===== src/rtl/dtf_pkg.sv =====
// Shared types and constants for the decimal text to fixed point parser.
// No dependencies; imported by dtf_frac_div, decimal_text_to_fixed_point_core and the testbench.
`default_nettype none

package dtf_pkg;

  localparam int CHAR_W  = 8;
  localparam int FDIG_W  = 30;   // kept fraction digits, below 10^9
  localparam int FCNT_W  = 4;    // number of kept fraction digits
  localparam int CNT_W   = 16;   // consumed character count
  localparam int VALUE_W = 48;

  localparam logic [CHAR_W-1:0] CH_TAB   = 8'd9;
  localparam logic [CHAR_W-1:0] CH_SPACE = 8'd32;
  localparam logic [CHAR_W-1:0] CH_PLUS  = 8'd43;
  localparam logic [CHAR_W-1:0] CH_MINUS = 8'd45;
  localparam logic [CHAR_W-1:0] CH_POINT = 8'd46;
  localparam logic [CHAR_W-1:0] CH_ZERO  = 8'd48;
  localparam logic [CHAR_W-1:0] CH_NINE  = 8'd57;

  localparam logic [CNT_W-1:0] CNT_MAX = '1;

  // 10^n for n = 0..9
  localparam logic [FDIG_W-1:0] POW10 [0:9] = '{
    30'd1, 30'd10, 30'd100, 30'd1000, 30'd10000, 30'd100000,
    30'd1000000, 30'd10000000, 30'd100000000, 30'd1000000000
  };

  typedef enum logic [3:0] {
    PH_BLANK = 4'b0001,
    PH_INT   = 4'b0010,
    PH_FRAC  = 4'b0100,
    PH_DONE  = 4'b1000
  } phase_t;

  typedef enum logic [2:0] {
    S_IDLE = 3'b001,
    S_DIV  = 3'b010,
    S_EMIT = 3'b100
  } seq_state_t;

endpackage

`default_nettype wire


===== src/rtl/dtf_frac_div.sv =====
// Iterative restoring divider for the fraction: quotient of
// (dividend << FRAC_BITS) / divisor, one quotient bit per cycle. Uses dtf_pkg.
`default_nettype none

module dtf_frac_div
  import dtf_pkg::*;
#(
  parameter int FRAC_BITS = 16
) (
  input  wire logic                 clk,
  input  wire logic                 rst_n,
  input  wire logic                 start,
  input  wire logic [FDIG_W-1:0]    dividend,   // must be below divisor
  input  wire logic [FDIG_W-1:0]    divisor,
  output logic                      done,
  output logic [FRAC_BITS-1:0]      quotient
);

  localparam int STEP_W = $clog2(FRAC_BITS + 1);

  logic [FDIG_W:0]        rem_r, rem_nxt;
  logic [FDIG_W-1:0]      div_r, div_nxt;
  logic [FRAC_BITS-1:0]   q_r, q_nxt;
  logic [STEP_W-1:0]      step_r, step_nxt;
  logic                   busy_r, busy_nxt;
  logic                   done_r, done_nxt;

  logic [FDIG_W:0]        rem_sh;
  logic [FDIG_W+1:0]      diff;

  // remainder stays below divisor, so doubling fits in FDIG_W+1 bits
  assign rem_sh = {rem_r[FDIG_W-1:0], 1'b0};
  assign diff   = {1'b0, rem_sh} - {2'b00, div_r};

  always_comb begin
    rem_nxt  = rem_r;
    div_nxt  = div_r;
    q_nxt    = q_r;
    step_nxt = step_r;
    busy_nxt = busy_r;
    done_nxt = 1'b0;
    if (start) begin
      rem_nxt  = {1'b0, dividend};
      div_nxt  = divisor;
      q_nxt    = '0;
      step_nxt = STEP_W'(FRAC_BITS);
      busy_nxt = 1'b1;
    end else if (busy_r) begin
      if (!diff[FDIG_W+1]) begin
        rem_nxt = diff[FDIG_W:0];
        q_nxt   = {q_r[FRAC_BITS-2:0], 1'b1};
      end else begin
        rem_nxt = rem_sh;
        q_nxt   = {q_r[FRAC_BITS-2:0], 1'b0};
      end
      step_nxt = step_r - 1'b1;
      if (step_r == STEP_W'(1)) begin
        busy_nxt = 1'b0;
        done_nxt = 1'b1;
      end
    end
  end

  always_ff @(posedge clk) begin
    if (!rst_n) begin
      busy_r <= 1'b0;
      done_r <= 1'b0;
      step_r <= '0;
    end else begin
      busy_r <= busy_nxt;
      done_r <= done_nxt;
      step_r <= step_nxt;
    end
    rem_r <= rem_nxt;
    div_r <= div_nxt;
    q_r   <= q_nxt;
  end

  assign done     = done_r;
  assign quotient = q_r;

endmodule

`default_nettype wire


===== src/rtl/decimal_text_to_fixed_point_core.sv =====
// Streaming decimal text parser: one character per transaction in, one
// signed fixed-point result per parsed number out. Uses dtf_pkg, dtf_frac_div.
//
//  channel | dir | tdata                          | tuser
//  in_     | in  | [7:0] char_code                | first
//  out_    | out | [47:0] value, [63:48] consumed | overflow
//
// A character that does not end the number is taken in S_IDLE, which stays ready.
// The ending character starts the fraction divider, one quotient bit per cycle;
// the core then moves through S_DIV and S_EMIT before it returns to S_IDLE.
// in_tready is low while the divider runs and while a result waits for a
// free output register; a held result does not block plain characters.
// Synchronous active-low reset leaves the parser as if a start had been seen.
`default_nettype none

module decimal_text_to_fixed_point_core
  import dtf_pkg::*;
#(
  parameter int FRAC_BITS       = 16,
  parameter int MAX_FRAC_DIGITS = 9,
  parameter int INT_BITS        = 31
) (
  input  wire logic        clk,
  input  wire logic        rst_n,
  input  wire logic        in_tvalid,
  output logic             in_tready,
  input  wire logic [7:0]  in_tdata,   // [7:0] char_code
  input  wire logic        in_tuser,   // [0] first
  output logic             out_tvalid,
  input  wire logic        out_tready,
  output logic [63:0]      out_tdata,  // [47:0] value, [63:48] consumed
  output logic             out_tuser   // [0] overflow
);

  localparam int PROD_W = INT_BITS + 4;
  localparam int MAG_W  = INT_BITS + FRAC_BITS;
  localparam logic [INT_BITS-1:0] INT_MAX = '1;

  seq_state_t              state_r, state_nxt;
  phase_t                  phase_r, phase_nxt;
  logic                    neg_r, neg_nxt;
  logic [INT_BITS-1:0]     acc_r, acc_nxt;
  logic [FDIG_W-1:0]       fdig_r, fdig_nxt;
  logic [FCNT_W-1:0]       fcnt_r, fcnt_nxt;
  logic [CNT_W-1:0]        cnt_r, cnt_nxt;
  logic                    ovf_r, ovf_nxt;
  logic                    out_valid_r, out_valid_nxt;
  logic [63:0]             out_data_r, out_data_nxt;
  logic                    out_user_r, out_user_nxt;

  // effective state after an optional start
  phase_t                  ph_cur, ph_mid;
  logic                    neg_cur;
  logic [INT_BITS-1:0]     acc_cur;
  logic [FDIG_W-1:0]       fdig_cur;
  logic [FCNT_W-1:0]       fcnt_cur;
  logic [CNT_W-1:0]        cnt_cur, cnt_inc;
  logic                    ovf_cur;

  logic [CHAR_W-1:0]       ch;
  logic [3:0]              digit;
  logic                    is_digit, is_blank, is_sign;
  logic [PROD_W-1:0]       prod;
  logic                    accept;
  logic                    div_start, div_done;
  logic [FRAC_BITS-1:0]    frac_q;
  logic [MAG_W-1:0]        mag_full;
  logic [VALUE_W-1:0]      mag, value;
  logic                    out_free;

  assign accept   = in_tvalid && in_tready;
  assign ch       = in_tdata;
  assign digit    = 4'(ch - CH_ZERO);
  assign is_digit = (ch >= CH_ZERO) && (ch <= CH_NINE);
  assign is_blank = (ch == CH_SPACE) || (ch == CH_TAB);
  assign is_sign  = (ch == CH_PLUS) || (ch == CH_MINUS);

  assign ph_cur   = in_tuser ? PH_BLANK : phase_r;
  assign neg_cur  = in_tuser ? 1'b0 : neg_r;
  assign acc_cur  = in_tuser ? '0 : acc_r;
  assign fdig_cur = in_tuser ? '0 : fdig_r;
  assign fcnt_cur = in_tuser ? '0 : fcnt_r;
  assign cnt_cur  = in_tuser ? '0 : cnt_r;
  assign ovf_cur  = in_tuser ? 1'b0 : ovf_r;
  assign cnt_inc  = (cnt_cur == CNT_MAX) ? cnt_cur : cnt_cur + 1'b1;
  assign ph_mid   = (ph_cur == PH_BLANK) ? PH_INT : ph_cur;

  // acc * 10 + digit; above INT_MAX means saturation
  assign prod = {acc_cur, 3'b000} + {2'b00, acc_cur, 1'b0} + PROD_W'(digit);

  assign out_free = !out_valid_r || out_tready;
  assign mag_full = {acc_r, frac_q};
  assign mag      = VALUE_W'(mag_full);
  assign value    = neg_r ? (~mag + 1'b1) : mag;

  always_comb begin
    state_nxt     = state_r;
    phase_nxt     = phase_r;
    neg_nxt       = neg_r;
    acc_nxt       = acc_r;
    fdig_nxt      = fdig_r;
    fcnt_nxt      = fcnt_r;
    cnt_nxt       = cnt_r;
    ovf_nxt       = ovf_r;
    div_start     = 1'b0;
    out_valid_nxt = out_valid_r && !out_tready;
    out_data_nxt  = out_data_r;
    out_user_nxt  = out_user_r;

    case (state_r)
      S_IDLE: begin
        if (accept && ph_cur != PH_DONE) begin
          phase_nxt = ph_cur;
          neg_nxt   = neg_cur;
          acc_nxt   = acc_cur;
          fdig_nxt  = fdig_cur;
          fcnt_nxt  = fcnt_cur;
          cnt_nxt   = cnt_cur;
          ovf_nxt   = ovf_cur;
          if (ph_cur == PH_BLANK && is_blank) begin
            cnt_nxt = cnt_inc;
          end else if (ph_cur == PH_BLANK && is_sign) begin
            neg_nxt   = (ch == CH_MINUS);
            phase_nxt = PH_INT;
            cnt_nxt   = cnt_inc;
          end else if (ch == CH_POINT && ph_mid == PH_INT) begin
            phase_nxt = PH_FRAC;
            cnt_nxt   = cnt_inc;
          end else if (!is_digit) begin
            // end of number: scale the fraction digits
            phase_nxt = PH_DONE;
            div_start = 1'b1;
            state_nxt = S_DIV;
          end else if (ph_mid == PH_INT) begin
            phase_nxt = PH_INT;
            cnt_nxt   = cnt_inc;
            if (prod > PROD_W'(INT_MAX)) begin
              acc_nxt = INT_MAX;
              ovf_nxt = 1'b1;
            end else begin
              acc_nxt = prod[INT_BITS-1:0];
            end
          end else begin
            cnt_nxt = cnt_inc;
            if (fcnt_cur < FCNT_W'(MAX_FRAC_DIGITS)) begin
              fdig_nxt = {fdig_cur[FDIG_W-4:0], 3'b000} + {fdig_cur[FDIG_W-2:0], 1'b0}
                         + FDIG_W'(digit);
              fcnt_nxt = fcnt_cur + 1'b1;
            end
          end
        end
      end
      S_DIV: begin
        if (div_done) begin
          state_nxt = S_EMIT;
        end
      end
      S_EMIT: begin
        if (out_free) begin
          out_valid_nxt = 1'b1;
          out_data_nxt  = {cnt_r, value};
          out_user_nxt  = ovf_r;
          state_nxt     = S_IDLE;
        end
      end
      default: begin
        state_nxt = S_IDLE;
      end
    endcase
  end

  always_ff @(posedge clk) begin
    if (!rst_n) begin
      state_r     <= S_IDLE;
      phase_r     <= PH_BLANK;
      neg_r       <= 1'b0;
      acc_r       <= '0;
      fdig_r      <= '0;
      fcnt_r      <= '0;
      cnt_r       <= '0;
      ovf_r       <= 1'b0;
      out_valid_r <= 1'b0;
    end else begin
      state_r     <= state_nxt;
      phase_r     <= phase_nxt;
      neg_r       <= neg_nxt;
      acc_r       <= acc_nxt;
      fdig_r      <= fdig_nxt;
      fcnt_r      <= fcnt_nxt;
      cnt_r       <= cnt_nxt;
      ovf_r       <= ovf_nxt;
      out_valid_r <= out_valid_nxt;
    end
    out_data_r <= out_data_nxt;
    out_user_r <= out_user_nxt;
  end

  // fcnt_nxt never exceeds MAX_FRAC_DIGITS, so the table index stays in range
  dtf_frac_div #(
    .FRAC_BITS (FRAC_BITS)
  ) u_frac_div (
    .clk      (clk),
    .rst_n    (rst_n),
    .start    (div_start),
    .dividend (fdig_nxt),
    .divisor  (POW10[fcnt_nxt]),
    .done     (div_done),
    .quotient (frac_q)
  );

  assign in_tready  = (state_r == S_IDLE);
  assign out_tvalid = out_valid_r;
  assign out_tdata  = out_data_r;
  assign out_tuser  = out_user_r;

endmodule

`default_nettype wire


===== config.mk =====
export PLATFORM = sky130hd
export DESIGN_NAME = decimal_text_to_fixed_point_core
export DESIGN_NICKNAME = d
export VERILOG_FILES = /design/src/rtl/dtf_pkg.sv /design/src/rtl/dtf_frac_div.sv /design/src/rtl/decimal_text_to_fixed_point_core.sv
export SDC_FILE = /design/constraint.sdc
export NUM_CORES = 1
export LEC_CHECK = 0
export BUFFER_PORTS_ARGS = -buffer_cell sky130_fd_sc_hd__buf_4
export CORE_MARGIN = 4
export CORE_UTILIZATION = 57
export DETAILED_ROUTE_END_ITERATION = 6
export HOLD_SLACK_MARGIN = 0.08
export PLACE_DENSITY = 0.78
export SYNTH_ARGS = -nofsm -noshare
export SYNTH_HDL_FRONTEND = slang
export SYNTH_SLANG_ARGS = --single-unit

===== constraint.sdc =====
create_clock -name clk -period 4.57 [get_ports clk]
set_input_delay 0.457 -clock clk [delete_from_list [all_inputs] [get_ports clk]]
set_output_delay 0.457 -clock clk [all_outputs]
set_load 0.01 [all_outputs]

==> results.md <==
- Summing over every cut layer, the via total after detailed routing is 13580.
- The min-delay analysis places its worst path in the category input port to register.
- The total leakage power is 7.559 nW.
- Yosys printed 0 warnings.
- The area growth from synthesis to layout is 11.53%.
- The worst hold path cell count is 3.
- Final hold analysis gives a worst-case slack of 293.4 ps.
- Setup repair after global routing left no endpoint under its margin.
- The number of flops mapped to enable cells by yosys is 118.
- The number of optimization iterations in the first detailed-route pass is 6.
- The data required time of the critical path is 4980 ps.
- The highest ir drop seen on vdd is 270.6 uV.
- In the synthesized netlist the dominant register cell turns out to be edfxtp_1.
- Counting along the longest clock path gives a buffer depth of 3.
- The cell count of the worst reg-to-reg path is 14.
- The CTS tree is yes.
- The worst setup slack after layout is 381.7 ps.
- The accumulated negative setup slack is 0 ps.
- The fraction of the core area covered by cells at the end of the flow is 64.46%.
- The sequential cells in the finished layout cover a total of 5827 um2.
- CTS built an H-tree with a depth of 1.
- The final-report hold violation count is 0.
- Cells with a size suffix above 1 make up 10.88% of the layout.
- The number of clock buffers added by TritonCTS is 26.
- The clock-pin slew of the registers on the worst-case setup and hold paths is 60 ps.
- The antenna diode count is 0.
- The number of global-route vias before repair is 13140.
- The synthesis-stage register bit count is 232.
- The total global routing overflow is 0.
- The initial antenna violation count came to 0.
- Once the clock tree was built, the setup fixing pass inserted 0 buffers.
- The headroom to the max-slew limit is 20.24%.
- The area of all placed cells without fillers is 17960 um2.
- The area after detailed placement is 17110 um2.
- The half-perimeter wire length after placement is 28800 um.
- Across every metal layer, demand over resource in global routing totals 24.92%.
- The congestion estimate from routability-driven global placement came to 0.9827.
- The final count of pins violating max slew came to 0.
- Each instance of the synthesized netlist takes up on average 9.217 um2.
- The design draws 7.099 mW.
- After detailed routing, the number of remaining DRC violations is 0.
- The die is 176.1 um wide.
- The worst setup path is launched from a register.
- In this run the critical register-to-register path is launched from acc_r[0].
- The slew of the pin with the lowest slew margin is 1196 ps.
- The tool flagged a number of max-cap violations equal to 0.
- Tracing the worst setup path back leads to its startpoint at acc_r[0].
- In this run, post-CTS hold repair placed 0 buffers.
- The post-detailed-route count of antenna-violating nets is 0.
- The number of top-level pins is 80.
- The total number of clock tree sinks is 232.
- Across the routed clock network, the largest skew measured is 18.91 ps.
- After filler insertion, the fill cell instance count of the layout stands at 2232.
- Setup violations remaining at the end of the flow were counted as 0.
- The sort of element at the end of the critical path is a register.
- The number of gates given a new drive strength after cts is 0.
- The library cell used as clock root buffer is clkbuf_16.
- In the finished design, the share of the clock period the worst path needs comes to 91.65%.
- Entering global routing, the biggest net connects 53 pins.
- The number of nets handed over by synthesis was 1919.
- The share of flip-flops with an asynchronous set or reset after synthesis is 0%.
- For this run, the post-layout net count is 1972.
- The first global-routing pass estimated 64900 um of wire.
- The final period demand of the worst path is 4188 ps.
- The top fanout value on the critical path is 6.
- The die covers 31000 um2.
- Wires add up to 39650 um.
- The critical path is of the register to register type.
- The flow ran to the end, and the final reports show no timing, DRC or antenna violations.
- In this run the power density over the cells is 395.3 nW/um2.
- The area of the placeable core is 27860 um2.
- The number of instances in the synthesized netlist is 1747.
- The initial core utilization is 57.80%.
- The mapped cell area is 16100 um2.
- OpenSTA, run right after detailed placement, puts the worst setup slack at 144.3 ps.
- The number of DRC markers after the initial detailed-route iteration is 1045.
- The insertion delay to the later sink of the worst-skew pair is 540 ps.
- The startpoint identified for the worst hold timing path is out_tready.
- The distinct cell type count of the synthesized netlist is 85.
- The worst endpoint data arrival time is 4590 ps.
- After synthesis, flip-flops and latches occupy 36.18% of the total area.
- In this run the core area contains 61 standard-cell rows.
- From bottom edge to top edge, the die measures 176.1 um.
- The number of port buffers is 79.
- The via density per instance is 6.178.
- In the final routed layout, each cell accounts on average for 18.04 um.
- The multi-input combinational cells in the finished layout cover a total of 9762 um2.
- In this run, placement finished with an instance count of 2150.
- The achievable frequency is 238.8 MHz.
- Excluding fillers, the count of instances in the completed layout stands at 2198.
synth_stat cells, drive strengths merged (9+ instances only):
| cell | n | share of area [%] |
|---|---|---|
| nor2 | 161 | 3.8 |
| a211oi | 43 | 2.0 |
| a21o | 43 | 2.0 |
| edfxtp | 118 | 22 |
| ha | 155 | 12 |
| a22oi | 15 | 0.70 |
| and2 | 9 | 0.35 |
| nand2b | 20 | 0.82 |
| a311oi | 24 | 1.3 |
| or3 | 23 | 1.1 |
| a21oi | 126 | 3.9 |
| buf | 9 | 0.27 |
| o31ai | 21 | 1.2 |
| nor3 | 36 | 1.2 |
| o21a | 14 | 0.65 |
| nand2 | 94 | 2.2 |
| a31oi | 26 | 1.0 |
| clkbuf | 74 | 1.8 |
| and3 | 12 | 0.47 |
| o21bai | 12 | 0.56 |
| o21ai | 110 | 3.4 |
| inv | 59 | 1.4 |
| mux2i | 63 | 3.9 |
| xor2 | 37 | 2.0 |
| xnor2 | 91 | 4.9 |
| nand4 | 15 | 0.58 |
| nor2b | 70 | 2.7 |
| nand3 | 39 | 1.2 |
| dfxtp | 114 | 14 |
path summary, 6_finish.rpt:
path / endpoint / slack, ps
setup / recovery: acc_r[1] / 380
hold reg to reg: out_tuser / 460
hold / removal: out_tvalid / 290
setup reg to reg: acc_r[1] / 380
routing by layer:
metal,routed length [um],global-route usage (%),up-vias
met5,0,0,-
met4,1213,8.252,0
met3,2082,2.934,86
met2,18770,41.99,402
met1,17590,33.57,6502
li1,-,-,6590
layout make-up:
type | count | area share [%]
Tap cell | 378 | 2.634
Sequential cell | 232 | 32.45
Clock buffer | 34 | 3.957
Inverter | 60 | 1.254
Timing Repair Buffer | 108 | 4.584
Clock inverter | 14 | 0.7664
Multi-Input combinational cell | 1372 | 54.36
sequential cells by signal, summed over array words and instances, names as in the netlist, 3 cells and up:
register             flops
cnt_r                   16
u_frac_div.div_r        23
fcnt_r                   4
acc_r                   31
u_frac_div.rem_r        30
phase_r                  4
state_r                  3
u_frac_div.quotient     16
fdig_r                  30
u_frac_div.step_r        5
out_tdata               64
worst max-delay path: stages (launching register included):
cell,delay [ps]
dfxtp_1,420
nor2b_1,350
xor2_1,120
ha_1,200
a21o_1,150
ha_1,330
o21ai_0,120
o211ai_1,200
nand3_1,190
o311ai_2,540
a21o_1,180
a31oi_1,110
or4b_1,660
nor3_2,320
a311oi_1,150
cell families after synthesis:
family | share of synthesized area, %
flops | 36.18
compound gates | 20.67
mux | 4.126
simple gates | 16.06
fa+ha+maj | 12.54
xor+xnor | 6.962
buf+inv | 3.458
report_power, final:
part / leakage, nW / internal, mW / total, mW / switching, mW
logic: 5.19 / 1.01 / 2.41 / 1.40
registers: 1.96 / 2.47 / 2.60 / 0.137
clock network: 0.411 / 1.21 / 2.08 / 0.871
layout by cell type (no fill, tap or decap), types with 19 or more instances in the layout:
cell type,instances
nand2_1,94
buf_4,107
nor2_1,161
a31oi_1,25
edfxtp_1,118
xor2_1,37
a21oi_1,126
clkbuf_16,26
nand2b_1,19
dfxtp_1,113
a311oi_1,24
nand3_1,39
xnor2_1,91
inv_1,57
ha_1,155
nor3_1,34
a211oi_1,43
o21ai_0,104
a21o_1,43
mux2i_1,63
nor2b_1,70
No activity file was read; power rests on OpenSTA's default activity.
